===== config.mk =====
export PLATFORM = sky130hd
export DESIGN_NAME = rgt_seq
export DESIGN_NICKNAME = d
export VERILOG_FILES = /design/src/sv/rgt_pkg.sv /design/src/sv/rgt_seq.sv
export SDC_FILE = /design/constraint.sdc
export NUM_CORES = 1
export LEC_CHECK = 0
export ABC_AREA = 1
export BUFFER_PORTS_ARGS = -buffer_cell sky130_fd_sc_hd__buf_2
export CORE_AREA = 2 2 52 78
export CTS_CLUSTER_DIAMETER = 60
export DETAILED_ROUTE_END_ITERATION = 8
export DIE_AREA = 0 0 54 80
export HOLD_SLACK_MARGIN = 0.05
export PLACE_DENSITY = 0.78
export SYNTH_ARGS = -nofsm -noshare
export SYNTH_HDL_FRONTEND = slang
export SYNTH_SLANG_ARGS = --single-unit

===== constraint.sdc =====
create_clock -name clk -period 1.9 [get_ports clk]
set_clock_uncertainty 0.15 [all_clocks]
set_input_delay 0.38 -clock clk [delete_from_list [all_inputs] [get_ports clk]]
set_output_delay 0.38 -clock clk [all_outputs]
set_load 0.01 [all_outputs]

===== src/sv/rgt_pkg.sv =====
// Package for the 8x4 binary32 GEMM tile: sizes, command codes and
// binary32 multiply and add functions with round-to-nearest-even.
// Depends on nothing.
`default_nettype none
package rgt_pkg;

  localparam int TileRows = 8;
  localparam int TileCols = 4;
  localparam logic [31:0] CanonNan = 32'h7FC00000;
  localparam logic [31:0] AlphaReset = 32'h3F800000;
  localparam logic [31:0] BetaReset = 32'h00000000;

  typedef enum logic [1:0] {
    CMD_LOAD_A = 2'd0,
    CMD_B_ROW  = 2'd1,
    CMD_FINISH = 2'd2,
    CMD_NONE   = 2'd3
  } cmd_t;

  typedef enum logic [0:0] {
    REG_ALPHA = 1'b0,
    REG_BETA  = 1'b1
  } reg_index_t;

  // Lane operation selected by the sequencer.
  typedef enum logic [1:0] {
    OP_IDLE  = 2'd0,
    OP_ACC   = 2'd1,
    OP_SCALE = 2'd2
  } lane_op_t;

  typedef struct packed {
    lane_op_t    op;
    logic [1:0]  col;
    logic [31:0] scale_a;
    logic [31:0] scale_c;
  } lane_ctrl_t;

  // Rounds a normalized magnitude: man holds 27 bits with the leading one at
  // bit 26, the low three bits are guard, round and sticky.
  function automatic logic [31:0] fp_round(input logic sgn, input logic signed [11:0] ex,
                                           input logic [26:0] man);
    logic [26:0] m;
    logic [24:0] r;
    logic signed [11:0] e;
    logic sticky;
    int sh;
    m = man;
    e = ex;
    if (e < 12'sd1) begin
      sh = 1 - int'(e);
      if (sh > 27) sh = 27;
      sticky = 1'b0;
      for (int i = 0; i < 27; i++) begin
        if (i < sh && m[i]) sticky = 1'b1;
      end
      m = m >> sh;
      m[0] = m[0] | sticky;
      e = 12'sd0;
    end
    r = {1'b0, m[26:3]};
    if (m[2] && (m[1] || m[0] || m[3])) r = r + 25'd1;
    if (r[24]) begin
      r = r >> 1;
      e = e + 12'sd1;
    end else if (e == 12'sd0 && r[23]) begin
      e = 12'sd1;
    end
    if (e >= 12'sd255) return {sgn, 8'hFF, 23'd0};
    return {sgn, e[7:0], r[22:0]};
  endfunction

  function automatic logic [31:0] fp_mul(input logic [31:0] a, input logic [31:0] b);
    logic sa;
    logic sb;
    logic sg;
    logic [7:0] ea;
    logic [7:0] eb;
    logic [23:0] ma;
    logic [23:0] mb;
    logic [47:0] p;
    logic signed [11:0] e;
    logic [26:0] man;
    int lz;
    sa = a[31];
    sb = b[31];
    sg = sa ^ sb;
    ea = a[30:23];
    eb = b[30:23];
    if ((ea == 8'hFF && a[22:0] != 0) || (eb == 8'hFF && b[22:0] != 0)) return CanonNan;
    if (ea == 8'hFF || eb == 8'hFF) begin
      if ((ea == 8'hFF && b[30:0] == 0) || (eb == 8'hFF && a[30:0] == 0)) return CanonNan;
      return {sg, 8'hFF, 23'd0};
    end
    if (a[30:0] == 0 || b[30:0] == 0) return {sg, 31'd0};
    ma = {ea != 0, a[22:0]};
    mb = {eb != 0, b[22:0]};
    p = ma * mb;
    e = $signed({4'd0, (ea == 0) ? 8'd1 : ea}) + $signed({4'd0, (eb == 0) ? 8'd1 : eb})
        - 12'sd126;
    lz = 0;
    for (int i = 47; i >= 0; i--) begin
      if (p[i]) begin
        lz = 47 - i;
        break;
      end
    end
    p = p << lz;
    e = e - 12'(lz);
    man = {p[47:22], p[21:0] != 0};
    return fp_round(sg, e, man);
  endfunction

  function automatic logic [31:0] fp_add(input logic [31:0] a, input logic [31:0] b);
    logic [7:0] ea;
    logic [7:0] eb;
    logic [31:0] x;
    logic [31:0] y;
    logic [49:0] mx;
    logic [49:0] my;
    logic [49:0] s;
    logic signed [11:0] e;
    int d;
    int lz;
    logic sg;
    ea = a[30:23];
    eb = b[30:23];
    if ((ea == 8'hFF && a[22:0] != 0) || (eb == 8'hFF && b[22:0] != 0)) return CanonNan;
    if (ea == 8'hFF && eb == 8'hFF) return (a[31] != b[31]) ? CanonNan : a;
    if (ea == 8'hFF) return a;
    if (eb == 8'hFF) return b;
    if (a[30:0] == 0 && b[30:0] == 0) return {a[31] & b[31], 31'd0};
    if (a[30:0] >= b[30:0]) begin
      x = a;
      y = b;
    end else begin
      x = b;
      y = a;
    end
    mx = {1'b0, x[30:23] != 0, x[22:0], 25'd0};
    my = {1'b0, y[30:23] != 0, y[22:0], 25'd0};
    d = int'((x[30:23] == 0) ? 8'd1 : x[30:23]) - int'((y[30:23] == 0) ? 8'd1 : y[30:23]);
    if (d > 49) d = 49;
    for (int i = 0; i < 50; i++) begin
      if (i < d && my[i]) my[0] = 1'b1;
    end
    my = (my >> d) | {49'd0, my[0]};
    if (x[31] == y[31]) s = mx + my;
    else s = mx - my;
    if (s == 0) return 32'd0;
    sg = x[31];
    e = $signed({4'd0, (x[30:23] == 0) ? 8'd1 : x[30:23]}) + 12'sd1;
    lz = 0;
    for (int i = 49; i >= 0; i--) begin
      if (s[i]) begin
        lz = 49 - i;
        break;
      end
    end
    s = s << lz;
    e = e - 12'(lz);
    return fp_round(sg, e, {s[49:24], s[23:0] != 0});
  endfunction

endpackage
`default_nettype wire


===== src/sv/rgt_seq.sv =====
// Sequencer: takes a command, steps the lanes through B columns or one
// finish step, and signals when the output register loads and when out becomes valid.
// Depends on rgt_pkg.
`default_nettype none
module rgt_seq (
  input  wire logic              clk,
  input  wire logic              rst,
  input  wire logic              in_fire,
  input  wire logic [1:0]        cmd,
  input  wire logic [1:0]        column_index,
  input  wire logic [31:0]       alpha,
  input  wire logic [31:0]       beta,
  input  wire logic              out_fire,
  output logic                   busy,
  output logic                   res_load,
  output logic                   out_valid,
  output logic [1:0]             out_column,
  output rgt_pkg::lane_ctrl_t    ctrl
);
  import rgt_pkg::*;

  typedef enum logic [3:0] {
    S_IDLE = 4'b0001,
    S_ACC  = 4'b0010,
    S_FIN  = 4'b0100,
    S_WAIT = 4'b1000
  } state_t;

  state_t state;
  logic [1:0] step;
  logic [1:0] pend;

  always_comb begin
    ctrl.op = OP_IDLE;
    ctrl.col = step;
    ctrl.scale_a = alpha;
    ctrl.scale_c = beta;
    if (state == S_ACC) ctrl.op = OP_ACC;
    else if (state == S_FIN && pend == 2'd0) ctrl.op = OP_SCALE;
    if (state == S_FIN) ctrl.col = out_column;
  end

  assign busy = (state != S_IDLE) || out_valid;

  always_ff @(posedge clk) begin
    if (rst) begin
      state <= S_IDLE;
      out_valid <= 1'b0;
      res_load <= 1'b0;
      step <= '0;
      pend <= '0;
    end else begin
      res_load <= (state == S_FIN) && (pend == 2'd1);
      if (state == S_WAIT && pend == 2'd2) out_valid <= 1'b1;
      else if (out_fire) out_valid <= 1'b0;
      unique case (state)
        S_IDLE: begin
          step <= '0;
          pend <= '0;
          if (in_fire && cmd == CMD_B_ROW) state <= S_ACC;
          else if (in_fire && cmd == CMD_FINISH) begin
            state <= S_FIN;
            out_column <= column_index;
          end
        end
        S_ACC: begin
          step <= step + 2'd1;
          if (step == 2'(TileCols - 1)) begin
            state <= S_WAIT;
            pend <= 2'd1;
          end
        end
        S_FIN: begin
          if (pend == 2'd1) begin
            state <= S_WAIT;
            pend <= 2'd2;
          end else begin
            pend <= pend + 2'd1;
          end
        end
        S_WAIT: begin
          state <= S_IDLE;
        end
        default: state <= S_IDLE;
      endcase
    end
  end
endmodule
`default_nettype wire


==> impl_metrics.sql <==
INSERT INTO impl_metrics (metric_group, metric, value, unit) VALUES
('pwr', 'power.ir.vdd_worst', '0.439', 'mV'),
('finish', 'drive_above_1_share', '0.330', ''),
('global_route', 'grt_pass1_wl', '3300', 'um'),
('timing', 'tns', '0', 'ns'),
('cts', 'cts.clk_slew.worst_paths', '0.05', 'ns'),
('synth', 'yosys.area.top_type', 'buf_4', ''),
('global_route', 'number_of_global_route_vias_before_repair', '716', ''),
('synth', 'synth.yosys.warnings', '0', ''),
('synth', 'synth.distinct_cells', '22', ''),
('placement', 'place.port_buffers', '16', ''),
('worst_setup_path', 'critical_path_destination', 'busy', ''),
('cts', 'tritoncts', 'yes', ''),
('worst_setup_path', 'critPathRequiredTime', '1.37', 'ns'),
('run', 'max-cap-violations', '0', ''),
('global_route', 'antenna_found_initial', '0', ''),
('worst_setup_path', 'startpoint', 'state[0]', ''),
('worst_setup_path', 'worst_ep_arrival_time', '1.26', 'ns'),
('synth', 'post_synthesis_register_bit_count', '12', ''),
('die', 'io-pin-count', '145', ''),
('drt', 'vias_per_instance', '4.65', ''),
('pwr', 'net-switching-power', '0.168', 'mW'),
('worst_setup_path', 'critPathCaptureType', 'primary output', ''),
('finish', 'n_fill_cell', '412', ''),
('timing', 'timing.max_slew.rel_slack', '0.798', ''),
('placement', 'place_inst', '141', ''),
('run_status', 'status', 'complete, no violations', ''),
('cts', 'numCtsBuffers', '3', ''),
('synth', 'synth_top_cells_by_area', 'buf_4, dfxtp_1, edfxtp_1', ''),
('timing', 'finalHoldViolCount', '0', ''),
('timing', 'tightestPinTransition', '0.301', 'ns'),
('timing', 'final_max_slew_viol_count', '0', ''),
('pwr', 'switching_share', '0.256', ''),
('global_route', 'global_route.usage.total', '0.110', ''),
('worst_setup_path', 'r2r_start', 'state[0]', ''),
('die', 'die_area', '4320', 'um^2'),
('finish', 'seq_area', '260', 'um^2'),
('drt', 'final_antenna_net_count', '0', ''),
('timing', 'timing.fmax', '560', 'MHz'),
('die', 'die_y', '80', 'um'),
('finish', 'area_of_combinational_cells_with_multiple_inputs', '330', 'um^2'),
('pwr', 'pwr_density', '787', 'nW/um^2'),
('pwr', 'seqPwrFrac', '0.416', ''),
('synth', 'netlist.area_leader.share', '0.429', ''),
('cts', 'cts_sinks', '12', ''),
('synth', 'syn_inst', '147', ''),
('global_route', 'overflow', '0', ''),
('die', 'initial_core_util', '0.307', ''),
('drt', 'dr_iter_0_viols', '15', ''),
('worst_setup_path', 'r2r.worst_path.cells', '6', ''),
('finish', 'final_cells', '146', ''),
('drt', 'first_pass_iters', '4', ''),
('die', 'die_w', '54', 'um'),
('die', 'design.core.area', '3650', 'um^2'),
('finish', 'n_antenna_cell', '0', ''),
('cts', 'cts_h_tree_depth', '1', ''),
('cts', 'cts_root_buffer', 'clkbuf_8', ''),
('worst_setup_path', 'setup.reg_to_reg.worst_slack', '0.18', 'ns'),
('placement', 'gp_routability_congestion', '0.850', ''),
('worst_setup_path', 'regToRegEndpoint', 'out_column[1]', ''),
('timing', 'finalCritPeriodShare', '0.941', ''),
('timing', 'hold_slack', '0.162', 'ns'),
('die', 'placementRows', '27', ''),
('placement', 'placedInstanceArea', '769', 'um^2'),
('synth', 'seq_area_frac_synth', '0.232', ''),
('worst_setup_path', 'critPathKind', 'reg -> out', ''),
('finish', 'layout.cell_area.non_filler', '832', 'um^2'),
('finish', 'syn_to_final_growth', '-25.7', '%'),
('drt', 'routed-via-count', '679', ''),
('drt', 'post-route-drc-count', '0', ''),
('worst_setup_path', 'critical_path.startpoint_type', 'flop', ''),
('synth', 'synthesis.nets', '223', '');
-- worst max-delay path, cell delays in order (launching register included) --
cell     delay [ns]
dfxtp_1        0.32
inv_1          0.08
nor2_2         0.13
nand2_2        0.08
or2_2          0.26
buf_2          0.14
-- cell families (layout without fill, tap and decap cells) --
logic type | after synthesis | in the layout | synth area share
AOI/OAI and AO/OA | 8 | 8 | 0.0357
adders and majority gates | 4 | 4 | 0.0447
buffers and inverters | 77 | 33 | 0.473
DFF | 12 | 12 | 0.232
and+or+nand+nor | 46 | 46 | 0.215
-- stage by stage --
step | power (mW) | worst slack (ns)
final | 0.655 | 0.113
after global routing | 0.682 | 0.0329
after CTS | 0.654 | 0.0232
after detailed placement | 0.369 | 0.241
after global placement | 0.366 | 0.302
after floorplan | 0.480 | 0.415
-- how the worst min path moves through the flow --
stage	startpoint	end	depth (start not counted)
after CTS	column_index[1]	out_column[1]	1
after detailed placement	out_valid	out_valid	2
after global routing	column_index[1]	out_column[1]	1
final	column_index[1]	out_column[1]	1
after global placement	step[0]	step[0]	1
after floorplan	step[0]	step[0]	1
-- layout make-up --
class,instances,share of cell area
repair buffers,17,0.105
inverters,12,0.0541
clock buffers,4,0.0662
flip-flops and latches,12,0.313
multi-input cells,58,0.397
well taps,43,0.0647
-- placed cells by master (no fill, tap or decap) --
cell / n
nand2_1: 16
buf_2: 16
inv_1: 11
dfxtp_1: 10
nor2_1: 7
a21oi_1: 6
nand2_2: 5
nand3_1: 4
ha_1: 4
clkbuf_8: 4
nor3_1: 3
nor2_4: 2
nand3_2: 2
nor2_2: 2
nand4_1: 2
edfxtp_1: 2
inv_2: 1
nand3b_1: 1
or2_1: 1
or2_2: 1
o21ai_0: 1
o21ai_1: 1
buf_4: 1
-- per-layer routing --
metal | routed length, um | track usage | up-vias
li1 | - | - | 303
met1 | 606 | 0.0762 | 291
met2 | 961 | 0.161 | 37
met3 | 249 | 0.0318 | 48
met4 | 351 | 0.200 | 0
met5 | 0 | 0 | -
-- power groups by stage --
| stage | Clock (mW) | Sequential, mW | Combinational [mW] |
|---|---|---|---|
| after floorplan | 0 | 0.277 | 0.202 |
| after global placement | 0 | 0.278 | 0.0882 |
| after detailed placement | 0 | 0.278 | 0.0906 |
| after CTS | 0.289 | 0.273 | 0.0924 |
| after global routing | 0.301 | 0.273 | 0.108 |
| final | 0.285 | 0.273 | 0.0978 |
-- sequential cells by signal, indices dropped and copies added (netlist names) --
signal,cells
state,4
step,2
res_load,1
out_column,2
pend,2
out_valid,1
-- cell usage after synthesis --
| master | n |
|---|---|
| buf_4 | 64 |
| nand2_1 | 16 |
| inv_1 | 11 |
| dfxtp_1 | 10 |
| nor2_1 | 7 |
| a21oi_1 | 6 |
| nand2_2 | 5 |
| ha_1 | 4 |
| nand3_1 | 4 |
| nor3_1 | 3 |
| edfxtp_1 | 2 |
| nand3_2 | 2 |
| nand4_1 | 2 |
| nor2_2 | 2 |
| nor2_4 | 2 |
| buf_1 | 1 |
| inv_2 | 1 |
| nand3b_1 | 1 |
| o21ai_0 | 1 |
| o21ai_1 | 1 |
| or2_1 | 1 |
| or2_2 | 1 |
-- repair_timing --
action / CTS / global route
hold buffers: 0 / 0
setup endpoints to repair: 0 / 1
buffers inserted: 0 / 1
Power figures use the tool's default switching activity.
